## src/hw/rtl/bsfcr_pkg.sv

```systemverilog
// Package: shared types, constants and the CRC-8 update function of the frame receiver.
`timescale 1ns / 1ps

package bsfcr_pkg;

	localparam int MAX_FRAME = 256;
	localparam int CNT_W     = $clog2(MAX_FRAME + 1);

	localparam logic [7:0] ESC_XOR       = 8'h20;
	localparam logic [7:0] MAGIC_RESET   = 8'hFE;
	localparam logic [7:0] ESCAPE_RESET  = 8'hFD;
	localparam logic [7:0] POLY_RESET    = 8'h8C;

	typedef enum logic [1:0] {
		CFG_MAGIC  = 2'd0,
		CFG_ESCAPE = 2'd1,
		CFG_POLY   = 2'd2
	} cfg_index_t;

	typedef enum logic [1:0] {
		KIND_PAYLOAD  = 2'd0,
		KIND_GOOD     = 2'd1,
		KIND_CRC_ERR  = 2'd2,
		KIND_OVERFLOW = 2'd3
	} kind_t;

	// Reflected, LSB-first CRC-8 update over one byte.
	function automatic logic [7:0] crc8_update(input logic [7:0] crc, input logic [7:0] d,
			input logic [7:0] poly);
		logic [7:0] c;
		c = crc ^ d;
		for (int i = 0; i < 8; i++) begin
			if (c[0]) begin
				c = (c >> 1) ^ poly;
			end else begin
				c = c >> 1;
			end
		end
		return c;
	endfunction

endpackage

```

## src/hw/rtl/byte_stuffed_frame_crc8_receiver.sv

```systemverilog
// Byte-stuffed frame receiver with CRC-8 check: sole module and top level.
//
// Takes one raw line byte per request and accepts a new byte in every cycle unless
// in_stall is high. A byte goes into the input register; the CRC and framing update
// between it and the result register is combinational, and the byte's result, if
// any, is registered in the result register, giving one byte per clock while the
// output does not stall. Payload bytes leave one byte late, so a frame's trailing CRC
// byte is never passed on; the delimiter byte produces one status result (good, CRC
// error or overflow, payload length saturated at 255) unless the frame was empty.
// Configuration registers must only be written while no byte is in flight.
`timescale 1ns / 1ps

module byte_stuffed_frame_crc8_receiver
	import bsfcr_pkg::*;
(
	input  logic       clk,
	input  logic       arst_n,
	input  logic       cfg_we,
	input  logic [1:0] cfg_index,
	input  logic [7:0] cfg_data,
	input  logic       in_valid,
	output logic       in_stall,
	input  logic [7:0] rx_byte,
	output logic       out_valid,
	input  logic       out_stall,
	output logic [1:0] kind,
	output logic [7:0] data_byte,
	output logic [7:0] frame_length
);

	logic [7:0] magic_q, escape_q, poly_q;

	logic       valid_s1;
	logic [7:0] rx_byte_s1;

	logic [7:0]     crc_q;
	logic           esc_pending_q;
	logic [7:0]     held_byte_q;
	logic           held_valid_q;
	logic [CNT_W-1:0] byte_count_q;
	logic           overflowed_q;

	logic       out_valid_q;
	kind_t      kind_q;
	logic [7:0] data_q;
	logic [7:0] len_q;

	logic advance;
	logic take;

	logic [7:0]       crc_d;
	logic             esc_pending_d;
	logic [7:0]       held_byte_d;
	logic             held_valid_d;
	logic [CNT_W-1:0] byte_count_d;
	logic             overflowed_d;
	logic             emit;
	kind_t            emit_kind;
	logic [7:0]       emit_data;
	logic [7:0]       emit_len;
	logic [7:0]       unesc;
	logic [CNT_W-1:0] len_full;

	// The result register frees up when it is empty or its request is taken.
	assign advance  = !out_valid_q || !out_stall;
	assign in_stall = valid_s1 && !advance;
	assign take     = valid_s1 && advance;

	always_ff @(posedge clk or negedge arst_n) begin
		if (!arst_n) begin
			magic_q  <= MAGIC_RESET;
			escape_q <= ESCAPE_RESET;
			poly_q   <= POLY_RESET;
		end else if (cfg_we) begin
			case (cfg_index_t'(cfg_index))
				CFG_MAGIC:  magic_q  <= cfg_data;
				CFG_ESCAPE: escape_q <= cfg_data;
				CFG_POLY:   poly_q   <= cfg_data;
				default:    ;
			endcase
		end
	end

	always_ff @(posedge clk or negedge arst_n) begin
		if (!arst_n) begin
			valid_s1 <= 1'b0;
		end else if (!in_stall) begin
			valid_s1 <= in_valid;
		end
	end

	always_ff @(posedge clk) begin
		if (in_valid && !in_stall) begin
			rx_byte_s1 <= rx_byte;
		end
	end

	assign unesc    = esc_pending_q ? (rx_byte_s1 ^ ESC_XOR) : rx_byte_s1;
	assign len_full = byte_count_q - CNT_W'(1);

	always_comb begin
		crc_d         = crc_q;
		esc_pending_d = esc_pending_q;
		held_byte_d   = held_byte_q;
		held_valid_d  = held_valid_q;
		byte_count_d  = byte_count_q;
		overflowed_d  = overflowed_q;
		emit          = 1'b0;
		emit_kind     = KIND_PAYLOAD;
		emit_data     = 8'd0;
		emit_len      = 8'd0;
		if (rx_byte_s1 == magic_q) begin
			if (byte_count_q != '0) begin
				emit     = 1'b1;
				emit_len = (len_full > CNT_W'(255)) ? 8'd255 : len_full[7:0];
				if (overflowed_q) begin
					emit_kind = KIND_OVERFLOW;
				end else if (crc_q != 8'd0) begin
					emit_kind = KIND_CRC_ERR;
				end else begin
					emit_kind = KIND_GOOD;
				end
			end
			crc_d         = 8'd0;
			esc_pending_d = 1'b0;
			held_byte_d   = 8'd0;
			held_valid_d  = 1'b0;
			byte_count_d  = '0;
			overflowed_d  = 1'b0;
		end else if (rx_byte_s1 == escape_q) begin
			esc_pending_d = 1'b1;
		end else begin
			esc_pending_d = 1'b0;
			crc_d         = crc8_update(crc_q, unesc, poly_q);
			if (!overflowed_q) begin
				if (byte_count_q == CNT_W'(MAX_FRAME)) begin
					// Frame too long: drop the held byte and everything after it.
					overflowed_d = 1'b1;
					held_valid_d = 1'b0;
				end else begin
					emit         = held_valid_q;
					emit_data    = held_byte_q;
					held_byte_d  = unesc;
					held_valid_d = 1'b1;
					byte_count_d = byte_count_q + CNT_W'(1);
				end
			end
		end
	end

	always_ff @(posedge clk or negedge arst_n) begin
		if (!arst_n) begin
			crc_q         <= 8'd0;
			esc_pending_q <= 1'b0;
			held_byte_q   <= 8'd0;
			held_valid_q  <= 1'b0;
			byte_count_q  <= '0;
			overflowed_q  <= 1'b0;
			out_valid_q   <= 1'b0;
		end else if (advance) begin
			out_valid_q <= take && emit;
			if (take) begin
				crc_q         <= crc_d;
				esc_pending_q <= esc_pending_d;
				held_byte_q   <= held_byte_d;
				held_valid_q  <= held_valid_d;
				byte_count_q  <= byte_count_d;
				overflowed_q  <= overflowed_d;
			end
		end
	end

	always_ff @(posedge clk) begin
		if (take && emit) begin
			kind_q <= emit_kind;
			data_q <= emit_data;
			len_q  <= emit_len;
		end
	end

	assign out_valid    = out_valid_q;
	assign kind         = kind_q;
	assign data_byte    = data_q;
	assign frame_length = len_q;

`ifndef SYNTHESIS
	a_stall_only_when_blocked: assert property (@(posedge clk) disable iff (!arst_n)
		in_stall |-> (valid_s1 && out_valid_q && out_stall))
		else $error("input stalled while the result register could advance");

	a_count_bounded: assert property (@(posedge clk) disable iff (!arst_n)
		byte_count_q <= CNT_W'(MAX_FRAME))
		else $error("frame byte count beyond the frame limit");

	a_overflow_no_held: assert property (@(posedge clk) disable iff (!arst_n)
		overflowed_q |-> !held_valid_q)
		else $error("held byte still valid after overflow");

	a_status_fields: assert property (@(posedge clk) disable iff (!arst_n)
		(out_valid_q && kind_q != KIND_PAYLOAD) |-> (data_q == 8'd0))
		else $error("status result carries a data byte");

	a_payload_fields: assert property (@(posedge clk) disable iff (!arst_n)
		(out_valid_q && kind_q == KIND_PAYLOAD) |-> (len_q == 8'd0))
		else $error("payload result carries a frame length");
`endif

endmodule
```

## config.mk

```make
export PLATFORM = sky130hd
export DESIGN_NAME = byte_stuffed_frame_crc8_receiver
export DESIGN_NICKNAME = d
export VERILOG_FILES = /design/src/hw/rtl/bsfcr_pkg.sv /design/src/hw/rtl/byte_stuffed_frame_crc8_receiver.sv
export SDC_FILE = /design/constraint.sdc
export NUM_CORES = 1
export LEC_CHECK = 0
export ABC_CLOCK_PERIOD_IN_PS = 5200
export BUFFER_PORTS_ARGS = -buffer_cell sky130_fd_sc_hd__buf_2
export CAP_MARGIN = 20
export CORE_UTILIZATION = 25
export DETAILED_ROUTE_END_ITERATION = 8
export HOLD_SLACK_MARGIN = 0.02
export PLACE_DENSITY = 0.41
export REMOVE_ABC_BUFFERS = 1
export SLEW_MARGIN = 0
export SYNTH_ARGS = -nofsm -noshare
export SYNTH_HDL_FRONTEND = slang
export SYNTH_SLANG_ARGS = --single-unit
```

## constraint.sdc

```tcl
create_clock -name clk -period 5.2 [get_ports clk]
set_clock_uncertainty 0.05 [all_clocks]
set_input_delay 0.78 -clock clk [delete_from_list [all_inputs] [get_ports clk]]
set_output_delay 0.78 -clock clk [all_outputs]
set_load 0.01 [all_outputs]
```

# Yosys cells after proc, flatten, opt, wreduce, memory -nomap -nowiden
# Cells that the tools add are included.
[classes]
eq_ne = 8
add_sub_neg = 2
bitwise = 10
n_lt_le_gt_ge = 1
muxes = 51
n_reduce_logical = 21
[op_table]
columns = ["op", "n"]
rows = [
  ["$mux W8", 29],
  ["$xor A7 B8 Y8", 8],
  ["$mux W9", 4],
  ["$eq A8 B8 Y1", 2],
  ["$mux W1", 15],
  ["$reduce_and A2 Y1", 5],
  ["$add A9 B1 Y9 const B", 1],
  ["$eq A9 B9 Y1 const B", 1],
  ["$gt A9 B8 Y1 const B", 1],
  ["$reduce_bool A9 Y1", 1],
  ["$sub A9 B1 Y9 const B", 1],
  ["$reduce_bool A8 Y1", 1],
  ["$xor A8 B8 Y8", 1],
  ["$mux W6", 1],
  ["$reduce_and A5 Y1", 1],
  ["$logic_and A1 B1 Y1", 4],
  ["$logic_not A1 Y1", 4],
  ["$mux W2", 2],
  ["$ne A2 B2 Y1 const B", 2],
  ["$reduce_and A4 Y1", 1],
  ["$reduce_or A4 Y1", 1],
  ["$reduce_and A3 Y1", 1],
  ["$eq A2 B1 Y1 const B", 1],
  ["$eq A2 B2 Y1 const B", 1],
  ["other kinds (4)", 4],
]
[word_totals]
in_bits = 23
ff_bits = 80
output_inout_bits = 20
wordCells = 108

# Longest topological paths before layout
# Gate-level depths: netlist (run 1).
[depth]
word_depth = 35
depth_mapped = 16
mapped_depth_nobuf = 12

# Worst setup path before layout (run 1)
# Ideal clock, no wire load.
[synth_timing]
path_type = "flip-flop to flip-flop"
start = "register rx_byte_s1[0]"
end = "register crc_q[3]"
arrival_time_ns = 3.742
setup_slack_ns = 1.287
stages_incl_launch_ff = 16
required_time_ns = 5.029
setup_time_ns = 0.121
path_buffers = 3
synth_period_minus_slack_ns = 3.913
cell_sequence = "edfxtp_1 > buf_6 > xnor2_4 > xnor2_2 > or3_4 > and4_4 > o21ai_2 > xnor3_1 > and3_1 > buf_6 > o211a_1 > or4_1 > buf_2 > nand3_1 > xnor3_1 > a22o_1"
[synth_between]
elab_chain_cells = 32
elab_cells_between_ends = 37
cone_classes = "3 x eq/ne; 25 x mux; 8 x bitwise; 1 x reduce/logical"
[synth_lines]
columns = ["element", "line", "text"]
rows = [
  ["from (decl)", "byte_stuffed_frame_crc8_receiver.sv:34", "logic [7:0] rx_byte_s1;"],
  ["from (signal assigned)", "byte_stuffed_frame_crc8_receiver.sv:94", "rx_byte_s1 <= rx_byte;"],
  ["$mux W6", "byte_stuffed_frame_crc8_receiver.sv:98", "assign unesc = esc_pending_q ? (rx_byte_s1 ^ ESC_XOR) : rx_byte_s1;"],
  ["$xor A8 B8 Y8", "bsfcr_pkg.sv:31", "c = crc ^ d;"],
  ["$mux W8", "bsfcr_pkg.sv:33", "if (c[0]) begin"],
  ["$mux W8", "byte_stuffed_frame_crc8_receiver.sv:130", "end else if (rx_byte_s1 == escape_q) begin"],
  ["$mux W8", "byte_stuffed_frame_crc8_receiver.sv:112", "if (rx_byte_s1 == magic_q) begin"],
  ["$xor A7 B8 Y8", "bsfcr_pkg.sv:34", "c = (c >> 1) ^ poly;"],
  ["$mux W8", "bsfcr_pkg.sv:33", ""],
  ["$mux W8", "byte_stuffed_frame_crc8_receiver.sv:130", ""],
  ["(+16 left out)", "--", ""],
  ["$xor A7 B8 Y8 / $mux W8 (equally long branches)", "bsfcr_pkg.sv:34, byte_stuffed_frame_crc8_receiver.sv:112", ""],
  ["$mux W8 / $xor A7 B8 Y8 (equally long branches)", "bsfcr_pkg.sv:33, bsfcr_pkg.sv:34", ""],
  ["$mux W8 (on tied branches)", "byte_stuffed_frame_crc8_receiver.sv:130, bsfcr_pkg.sv:33", ""],
  ["$mux W8 (on tied branches)", "byte_stuffed_frame_crc8_receiver.sv:112, byte_stuffed_frame_crc8_receiver.sv:130", ""],
  ["$xor A7 B8 Y8 / $mux W8 (equally long branches)", "bsfcr_pkg.sv:34, byte_stuffed_frame_crc8_receiver.sv:112", ""],
  ["$mux W8", "bsfcr_pkg.sv:33", ""],
  ["$mux W8", "byte_stuffed_frame_crc8_receiver.sv:130", ""],
  ["$mux W8", "byte_stuffed_frame_crc8_receiver.sv:112", ""],
  ["to (signal assigned)", "byte_stuffed_frame_crc8_receiver.sv:163", "crc_q <= crc_d;"],
  ["to (decl)", "byte_stuffed_frame_crc8_receiver.sv:36", "logic [7:0] crc_q;"],
]
# Parallel ways exist; a longest one is shown, timed or not. The select of a mux whose other input is x is not followed.
# A chain may end at the register's enable or synchronous reset.

# Final worst setup path (run 1)
[layout_timing]
start = "register rx_byte_s1[0]"
end = "register crc_q[1]"
[layout_between]
elab_chain_cells = 32
elab_cells_between_ends = 37
cone_classes = "3 x eq/ne; 25 x mux; 8 x bitwise; 1 x reduce/logical"
[layout_lines]
columns = ["element", "line"]
rows = [
  ["$mux W6", "byte_stuffed_frame_crc8_receiver.sv:98"],
  ["$xor A8 B8 Y8", "bsfcr_pkg.sv:31"],
  ["$mux W8", "bsfcr_pkg.sv:33"],
  ["$mux W8", "byte_stuffed_frame_crc8_receiver.sv:130"],
  ["$mux W8", "byte_stuffed_frame_crc8_receiver.sv:112"],
  ["$mux W8 / $xor A7 B8 Y8 (equally long branches)", "bsfcr_pkg.sv:33, bsfcr_pkg.sv:34"],
  ["$mux W8 (on tied branches)", "byte_stuffed_frame_crc8_receiver.sv:130, bsfcr_pkg.sv:33"],
  ["$mux W8 (on tied branches)", "byte_stuffed_frame_crc8_receiver.sv:112, byte_stuffed_frame_crc8_receiver.sv:130"],
  ["(+16 left out)", "--"],
  ["$xor A7 B8 Y8 / $mux W8 (equally long branches)", "bsfcr_pkg.sv:34, byte_stuffed_frame_crc8_receiver.sv:112"],
  ["$mux W8 / $xor A7 B8 Y8 (equally long branches)", "bsfcr_pkg.sv:33, bsfcr_pkg.sv:34"],
  ["$mux W8 (on tied branches)", "byte_stuffed_frame_crc8_receiver.sv:130, bsfcr_pkg.sv:33"],
  ["$mux W8 (on tied branches)", "byte_stuffed_frame_crc8_receiver.sv:112, byte_stuffed_frame_crc8_receiver.sv:130"],
  ["$xor A7 B8 Y8 / $mux W8 (equally long branches)", "bsfcr_pkg.sv:34, byte_stuffed_frame_crc8_receiver.sv:112"],
  ["$mux W8", "bsfcr_pkg.sv:33"],
  ["$mux W8", "byte_stuffed_frame_crc8_receiver.sv:130"],
  ["$mux W8", "byte_stuffed_frame_crc8_receiver.sv:112"],
]
# Parallel ways exist; a longest one is shown, timed or not. The select of a mux whose other input is x is not followed.

==> results of run 1 <==
state kept, by name, indices dropped and copies added, names as in the netlist:
name           cells
frame_length       8
magic_q            8
escape_q           8
valid_s1           1
rx_byte_s1         8
kind               2
data_byte          8
crc_q              8
byte_count_q       9
held_byte_q        8
out_valid          1
overflowed_q       1
poly_q             8
held_valid_q       1
esc_pending_q      1
worst register-to-register path: stages (launching register included):
cell and delay (ns):
edfxtp_1 0.57, xor2_2 0.63, nand3_1 0.26, and2_1 0.30
and3_1 0.22, nor4_4 0.27, xor2_1 0.28, xnor3_1 0.47
o211a_1 0.18, or4_1 0.61, nand3_1 0.15, xnor3_1 0.39
a22o_1 0.20
per-stage QoR:
stage / worst slack [ns] / cells / util (%) / area, sq um
final: 0.526 / 791 / 29.6 / 5800
after global routing: 0.264 / 791 / 29.6 / 5800
after floorplan: 1.07 / 458 / - / 4890
after CTS: 0.545 / 790 / 29.5 / 5780
after global placement: 0.647 / 774 / 28.1 / 5500
after detailed placement: 0.570 / 774 / 28.1 / 5500
synthesized netlist by cell type (all sizes together) (4+ instances only):
library cell   n
edfxtp        26
nand4         12
nor3           9
nor4           8
nor2          29
a211oi         5
xnor3          9
a22o          15
and3           8
inv           14
xnor2         51
nand2         52
buf           10
nand3         21
o21ai         12
dfrtp         37
or2            4
mux2          25
xor2          22
clkbuf        18
a31oi          6
a21oi         14
and2          11
and4           4
dfstp         17
cell families (layout without fill, tap and decap cells):
logic type                 after synthesis  in the layout  synth area share (%)
buffers and inverters                   42             82                  3.61
AOI/OAI and AO/OA                       81             81                  11.8
and+or+nand+nor                        172            172                  17.6
DFF                                     80             80                  42.9
muxes                                   26             26                  5.81
adders and majority gates                3              3                 0.748
xor gates and xnor gates                82             82                  17.6
path summary, 6_finish.rpt:
path / from / end / cells past startpoint
worst max-delay path: rx_byte_s1[0] / crc_q[1] / 12
worst min-delay path: held_byte_q[7] / held_byte_q[7] / 1
worst max register to register: rx_byte_s1[0] / crc_q[1] / 12
worst min register to register: held_byte_q[7] / held_byte_q[7] / 1
max in group asynchronous: arst_n / poly_q[4] / 2
min in group asynchronous: arst_n / held_byte_q[4] / 2
metal layers:
metal / global-route usage (%) / part of all wire (%) / vias up
li1: - / - / 1811
met1: 19.0 / 49 / 1832
met2: 20.0 / 45 / 93
met3: 2.77 / 4.4 / 24
met4: 5.77 / 2.2 / 0
met5: 0 / 0 / -
layout make-up:
type | count | area, sq um | share of cell area [%]
multi-input combinational | 364 | 2690 | 46.4
sequential | 80 | 2150 | 37.2
tap | 265 | 332 | 5.72
timing repair buffer | 52 | 293 | 5.05
clock buffer | 13 | 262 | 4.51
inverter | 14 | 52.6 | 0.907
clock inverter | 3 | 15.0 | 0.259
==> flow_summary.yaml, run 1 <==
status:
  outcome: "finished, final reports clean"
placement:
  globalplace.congestion: 0.826
  hpwlAfterDp_um: 9620
  numPortBuffers: 42
route:
  via_per_inst: 4.75
  vias: 3760
  antenna_left: 0
  first_iter_violations: 293
  drcViolationCount: 0
  wirelength_um: 13100
  wl_per_cell_um: 16.5
  first_pass_iters: 4
synthesis:
  yosysTopAreaCell: "dfrtp_1"
  async_reset_ff_share_pct: 67.5
  ys.flop_type: "dfrtp_1"
  ys_seq_area_share_pct: 42.9
  syn_area_per_cell_sq_um: 10.3
  synthesis.instances: 486
  synth_edf_count: 26
  yosys_warnings: 0
  ys_ff_latch: 80
  netlist_area_sq_mm: 0.00502
  synth_cell_types: 64
  yosysTopAreaCellShare_pct: 18.4
  yosys-top-cells-area: "dfrtp_1 18%, edfxtp_1 16%, dfstp_2 8.9%"
worst_setup_path:
  worst_ep_required_time_ns: 5.38
  cp_cell_sequence: "xor2_2 -> nand3_1 -> and2_1 -> and3_1 -> nor4_4 -> xor2_1 -> xnor3_1 -> o211a_1 -> or4_1 -> nand3_1 -> xnor3_1 -> a22o_1"
  critPathBufInv: 0
  cpMaxStageDelayCell: "xor2_2"
  cp_max_fo: 13
  r2r_slack_ns: 0.53
  critPathTopFamily: "simple AND/OR/NAND/NOR gates"
  arrival_ns: 4.86
  path_class: "reg2reg"
  endpoint_kind: "flip-flop"
  start_kind: "flip-flop"
  cpPeakStageDelay_ns: 0.63
clocking:
  cts_setup_buffers: 0
  clk_latency_ns: 0.35
  cts_max_level: 3
  path_clk_slew_ns: 0.06
  cts_inserted_buffers: 9
  cts_hold_buf: 0
  clock-root-buffer: "clkbuf_16"
  cts_tree: "yes"
  clockBufferDepth: 2
  clock-sinks: 80
  cts_resized: 0
worst_hold_path:
  hp-class: "reg2reg"
global_route:
  groute.usage.overall_pct: 13.5
  grt_max_degree: 55
  grt_overflow: 0
  grt_pass1_wl_um: 20600
  grt_pass1_vias: 3642
  antenna_found_initial: 0
sta:
  tns_ns: 0
  timing.final.crit_share_pct: 89.9
  max-slew-margin-rel_pct: 45.8
  final.min_clock_period_ns: 4.67
  rsz0062_at_grt: "false"
  setup_violations: 0
  slew_viol_final: 0
  hold_viol_final: 0
  tightest_slew_ns: 0.807
  fmaxAchievable_mhz: 214
  holdWs_ns: 0.445
floorplan:
  initial_utilization_pct: 25.6
  fp.dieW_um: 144
  dieArea_sq_mm: 0.0206
  die_h_um: 144
  core-area_sq_mm: 0.0196
  boundaryPins: 43
  rows: 51
finish:
  fill_cells: 2077
  drive_gt1_share_pct: 23.6
  final_cell_mix: "52 x nand2_1, 48 x xnor2_1, 42 x buf_2"
  final_common_cell: "nand2_1"
  area_growth_syn_to_layout_pct: 15.5
  num_antenna_cells: 0
  layout.nets: 547
flow_run:
  cap_violations: 0
Power of run 1 is not shown: default switching activity piles up to over one toggle a cycle in this logic, so the estimate is an artifact.
==> run 2, diff against run 1 <==
MAX_ROUTING_LAYER = met4   (was unset)
==> run 2 against run 1 <==
  * Highest routed layer unchanged
  * Register-to-register slack barely moved
  * Worst hold slack barely moved
  * Sequential cell count did not move
  * Critical path type unchanged
  * Global-route usage rose by 0.38 points
  * Via count fell by 0.85%
  * Critical endpoint unchanged
  * Cell count did not move
  * Utilization did not move
==> flow_summary.yaml, run 2 (synthesized netlist as in run 1, its figures left out) <==
floorplan:
  core-area_sq_mm: 0.0196
  fp.dieW_um: 144
  rows: 51
  boundaryPins: 43
  dieArea_sq_mm: 0.0206
  die_h_um: 144
  initial_utilization_pct: 25.6
finish:
  layout.nets: 547
  final_common_cell: "nand2_1"
  regArea_sq_mm: 0.00215
  largest_reg_flops: 9
  fin_area_sq_mm: 0.00580
  multi_input_area_sq_mm: 0.00269
  area_growth_syn_to_layout_pct: 15.5
  num_antenna_cells: 0
  final_cell_mix: "52 x nand2_1, 48 x xnor2_1, 42 x buf_2"
  largest_register: "byte_count_q"
  drive_gt1_share_pct: 23.6
  fill_cells: 2077
global_route:
  antenna_found_initial: 0
  grt_overflow: 0
  grt_max_degree: 55
  grt_pass1_vias: 3642
  groute.usage.overall_pct: 13.9
  grt_pass1_wl_um: 20500
route:
  wirelength_um: 13000
  drcViolationCount: 0
  antenna_left: 0
  first_pass_iters: 4
  vias: 3728
  first_iter_violations: 260
  via_per_inst: 4.71
  wl_per_cell_um: 16.5
sta:
  timing.final.crit_share_pct: 89.6
  tightest_slew_ns: 0.797
  final.min_clock_period_ns: 4.66
  hold_viol_final: 0
  slew_viol_final: 0
  max-slew-margin-rel_pct: 46.5
  rsz0062_at_grt: "false"
  fmaxAchievable_mhz: 215
  finalWorstSetupSlack_ns: 0.539
  tns_ns: 0
  setup_violations: 0
placement:
  place_ws_ns: 0.570
  place_area_sq_mm: 0.00550
  globalplace.congestion: 0.838
  hpwlAfterDp_um: 9620
  numPortBuffers: 42
worst_setup_path:
  cpMaxStageDelayCell: "xor2_2"
  start_kind: "flip-flop"
  arrival_ns: 4.84
  endpoint_kind: "flip-flop"
  cp_cell_sequence: "xor2_2 -> nand3_1 -> and2_1 -> and3_1 -> nor4_4 -> xor2_1 -> xnor3_1 -> o211a_1 -> or4_1 -> nand3_1 -> xnor3_1 -> a22o_1"
  cp_max_fo: 13
  r2r_slack_ns: 0.54
  critPathBufInv: 0
  cpPeakStageDelay_ns: 0.61
  path_class: "reg2reg"
  critPathTopFamily: "simple AND/OR/NAND/NOR gates"
  worstReg2RegStart: "rx_byte_s1[0]"
  rr_worst_depth: 12
  r2r_end: "crc_q[1]"
  worst_ep_required_time_ns: 5.38
flow_run:
  cap_violations: 0
clocking:
  cts_tree: "yes"
  cts_resized: 0
  cts_hold_buf: 0
  clockBufferDepth: 2
  clock-sinks: 80
  cts_max_level: 3
  path_clk_slew_ns: 0.06
  clk_latency_ns: 0.35
  clock-root-buffer: "clkbuf_16"
  cts_setup_buffers: 0
  cts_inserted_buffers: 9
worst_hold_path:
  hp-class: "reg2reg"
  holdPathEnd: "held_byte_q[7]"
  hold_depth: 1
  hp-start: "held_byte_q[7]"
status:
  outcome: "finished, final reports clean"
[run 2: worst max-delay path by stage]
stage                       start  endpoint  slack [ns]  cells after the start
finish              rx_byte_s1[0]  crc_q[1]        0.54                     12
global route        rx_byte_s1[0]  crc_q[1]        0.26                     12
CTS                 rx_byte_s1[0]  crc_q[2]        0.55                     12
detailed placement  rx_byte_s1[0]  crc_q[2]        0.57                     12
global placement    rx_byte_s1[0]  crc_q[2]        0.65                     12
floorplan           rx_byte_s1[0]  crc_q[1]        1.07                     12
[run 2: per-layer routing]
layer,GRT usage (%),part of all wire (%),vias to the layer above
met4,5.77,2.2,0
li1,-,-,1814
met3,2.77,4.4,25
met5,-,0,-
met2,20.0,44,78
met1,19.0,49,1811
[run 2: through the flow]
step                      hold slack, ns  cells  utilization (%)
after CTS                          0.447    790             29.5
final                              0.445    791             29.6
after detailed placement           0.434    774             28.1
after global routing               0.470    791             29.6
after global placement             0.425    774             28.1
after floorplan                    0.408    458                -
[run 2: layout make-up]
class,instances,share of cell area (%)
multi-input combinational,364,46.4
clock inverter,3,0.259
inverter,14,0.907
clock buffer,13,4.51
tap,265,5.72
sequential,80,37.2
timing repair buffer,52,5.05
Power of run 2 is left out for the same reason.
==> run 3, diff against run 2 <==
ABC_AREA = 1   (was unset)
==> run 3 against run 2 <==
  * Synthesized cell count up 36%
  * Register-to-register slack gained 1.0 ns
  * Cell count grew 23%
  * Sequential cell count stayed put
  * Wire length grew 1.5%
  * Count of clock-buffer cells in the layout is 3 lower
  * Critical path depth rose by 12
  * Setup slack gained 1.0 ns
  * Critical path type unchanged
  * Critical endpoint is now crc_q[6]
  * Largest cell class unchanged
==> flow_summary.yaml, run 3 <==
synthesis:
  ys.flop_type: "dfrtp_1"
  netlist_area_sq_mm: 0.00505
  yosys-top-cells-area: "dfrtp_1 18%, edfxtp_1 15%, nand2_1 14%"
  synthesis.instances: 663
  synth_cell_types: 38
  ys_top_cells_by_count: "188 x nand2_1, 84 x inv_1, 66 x nand3_1"
  ys_seq_area_share_pct: 42.6
  synth_most_common_cell: "nand2_1"
  yosysTopAreaCellShare_pct: 18.3
  syn_area_per_cell_sq_um: 7.62
  async_reset_ff_share_pct: 67.5
  synth_edf_count: 26
  yosysTopAreaCell: "dfrtp_1"
  ys_ff_latch: 80
  yosys_warnings: 0
placement:
  numPortBuffers: 42
  place_area_sq_mm: 0.00554
  globalplace.congestion: 0.820
  hpwlAfterDp_um: 9850
  dp.cells: 956
sta:
  timing.final.crit_share_pct: 69.5
  tightest_slew_ns: 1.05
  holdWs_ns: 0.450
  max-slew-margin-rel_pct: 30.0
  hold_viol_final: 0
  rsz0062_at_grt: "false"
  slew_viol_final: 0
  fmaxAchievable_mhz: 277
  tns_ns: 0
  final.min_clock_period_ns: 3.62
  setup_violations: 0
worst_setup_path:
  arrival_ns: 3.80
  path_class: "reg2reg"
  cp_max_fo: 12
  endpoint_kind: "flip-flop"
  worst_ep_required_time_ns: 5.38
  start_kind: "flip-flop"
finish:
  final_cell_mix: "188 x nand2_1, 84 x inv_1, 66 x nand3_1"
  largest_register: "byte_count_q"
  num_antenna_cells: 0
  largest_reg_flops: 9
  layout.nets: 728
  area_growth_syn_to_layout_pct: 16.4
  final_common_cell: "nand2_1"
  fin_area_sq_mm: 0.00588
  drive_gt1_share_pct: 18.1
  final_cells: 972
clocking:
  clockBufferDepth: 2
  cts_inserted_buffers: 9
  clock-sinks: 80
  cts_setup_buffers: 0
  cts_resized: 0
  path_clk_slew_ns: 0.06
  clk_latency_ns: 0.35
  cts_max_level: 3
  cts_tree: "yes"
  clock-root-buffer: "clkbuf_16"
  cts_hold_buf: 0
route:
  via_per_inst: 4.43
  wirelength_um: 13200
  antenna_left: 0
  wl_per_cell_um: 13.6
  drcViolationCount: 0
  first_pass_iters: 5
  vias: 4308
  first_iter_violations: 308
flow_run:
  cap_violations: 0
pwr:
  p_per_area_mw_per_mm2: 626
  total_power_w: 0.00368
  irDropWorstVdd_uv: 238
  p_leak_nw: 2.84
global_route:
  grt_pass1_wl_um: 21400
  grt_overflow: 0
  grt_max_degree: 55
  grt_pass1_vias: 4148
  antenna_found_initial: 0
  groute.usage.overall_pct: 14.0
floorplan:
  core-area_sq_mm: 0.0197
  fp.dieW_um: 144
  initial_utilization_pct: 25.7
  die_h_um: 144
  rows: 51
  boundaryPins: 43
  dieArea_sq_mm: 0.0208
worst_hold_path:
  hp-class: "reg2reg"
status:
  outcome: "finished, final reports clean"
## run 3: cell types whose count changed after synthesis, sizes merged, moves of 11 or more
cell,before,now
a22o,15,0
and2,11,0
inv,14,92
mux2,25,0
nand2,52,207
nand3,21,73
nor2,29,47
o21ai,12,49
xnor2,51,16
## run 3: worst max-delay path, cell delays in order, from the launching register on
cell and delay [ns]:
edfxtp_1 0.50, inv_2 0.13, nand2_1 0.05, nand2_1 0.30
nand3_1 0.17, nand2_2 0.23, nand2_1 0.10, nand2_1 0.14
nand2_4 0.10, nand3_2 0.10, nand3_1 0.10, nand2_2 0.19
nand3_4 0.13, nand2_4 0.16, inv_4 0.05, nor2_8 0.15
nand3_4 0.16, nand3_4 0.15, inv_2 0.05, nand2_2 0.12
nand2_1 0.11, nand2_1 0.07, nand2_1 0.06, nand2_1 0.05
nand2_1 0.06
## run 3: worst paths after layout
path,from,to,slack (ns),cells past startpoint
worst max-delay path,rx_byte_s1[0],crc_q[6],1.58,24
worst min-delay path,magic_q[4],magic_q[4],0.45,2
worst max register to register,rx_byte_s1[0],crc_q[6],1.58,24
worst min register to register,magic_q[4],magic_q[4],0.45,2
max in group asynchronous,arst_n,byte_count_q[5],4.09,2
min in group asynchronous,arst_n,poly_q[6],0.50,2
## run 3: area by class of cell
cell class / count / area (sq um)
inverter: 92 / 353
clock buffer: 10 / 229
timing repair buffer: 44 / 225
tap: 265 / 332
fill: 2154 / 13800
clock inverter: 6 / 115
multi-input combinational: 475 / 2470
sequential: 80 / 2150
## run 3: stage by stage
stage	utilization, %	setup slack [ns]
after floorplan	-	2.21
after global placement	28.2	1.62
after detailed placement	28.2	1.60
after CTS	29.9	1.57
after global routing	29.9	1.20
final	29.9	1.58
## run 3: cells by family after synthesis
family	synth area share (%)
simple gates	33.4
buf+inv	8.52
flops	42.6
compound gates	8.28
xor+xnor	6.42
fa+ha+maj	0.743
## run 3: report_power, final
group | switching (W) | internal [W] | total (W)
registers | 0.000156 | 0.000822 | 0.000978
logic | 0.00129 | 0.000675 | 0.00197
clock network | 0.000264 | 0.000473 | 0.000737
total | 0.00171 | 0.00197 | 0.00368
## run 3: per-layer routing
layer	vias to the layer above	part of all wire, %	GRT usage (%)
li1	2211	-	-
met1	2007	48	18.0
met2	77	47	22.3
met3	13	3.6	2.85
met4	0	1.2	3.92
met5	-	0	-
Power figures use the tool's default switching activity.
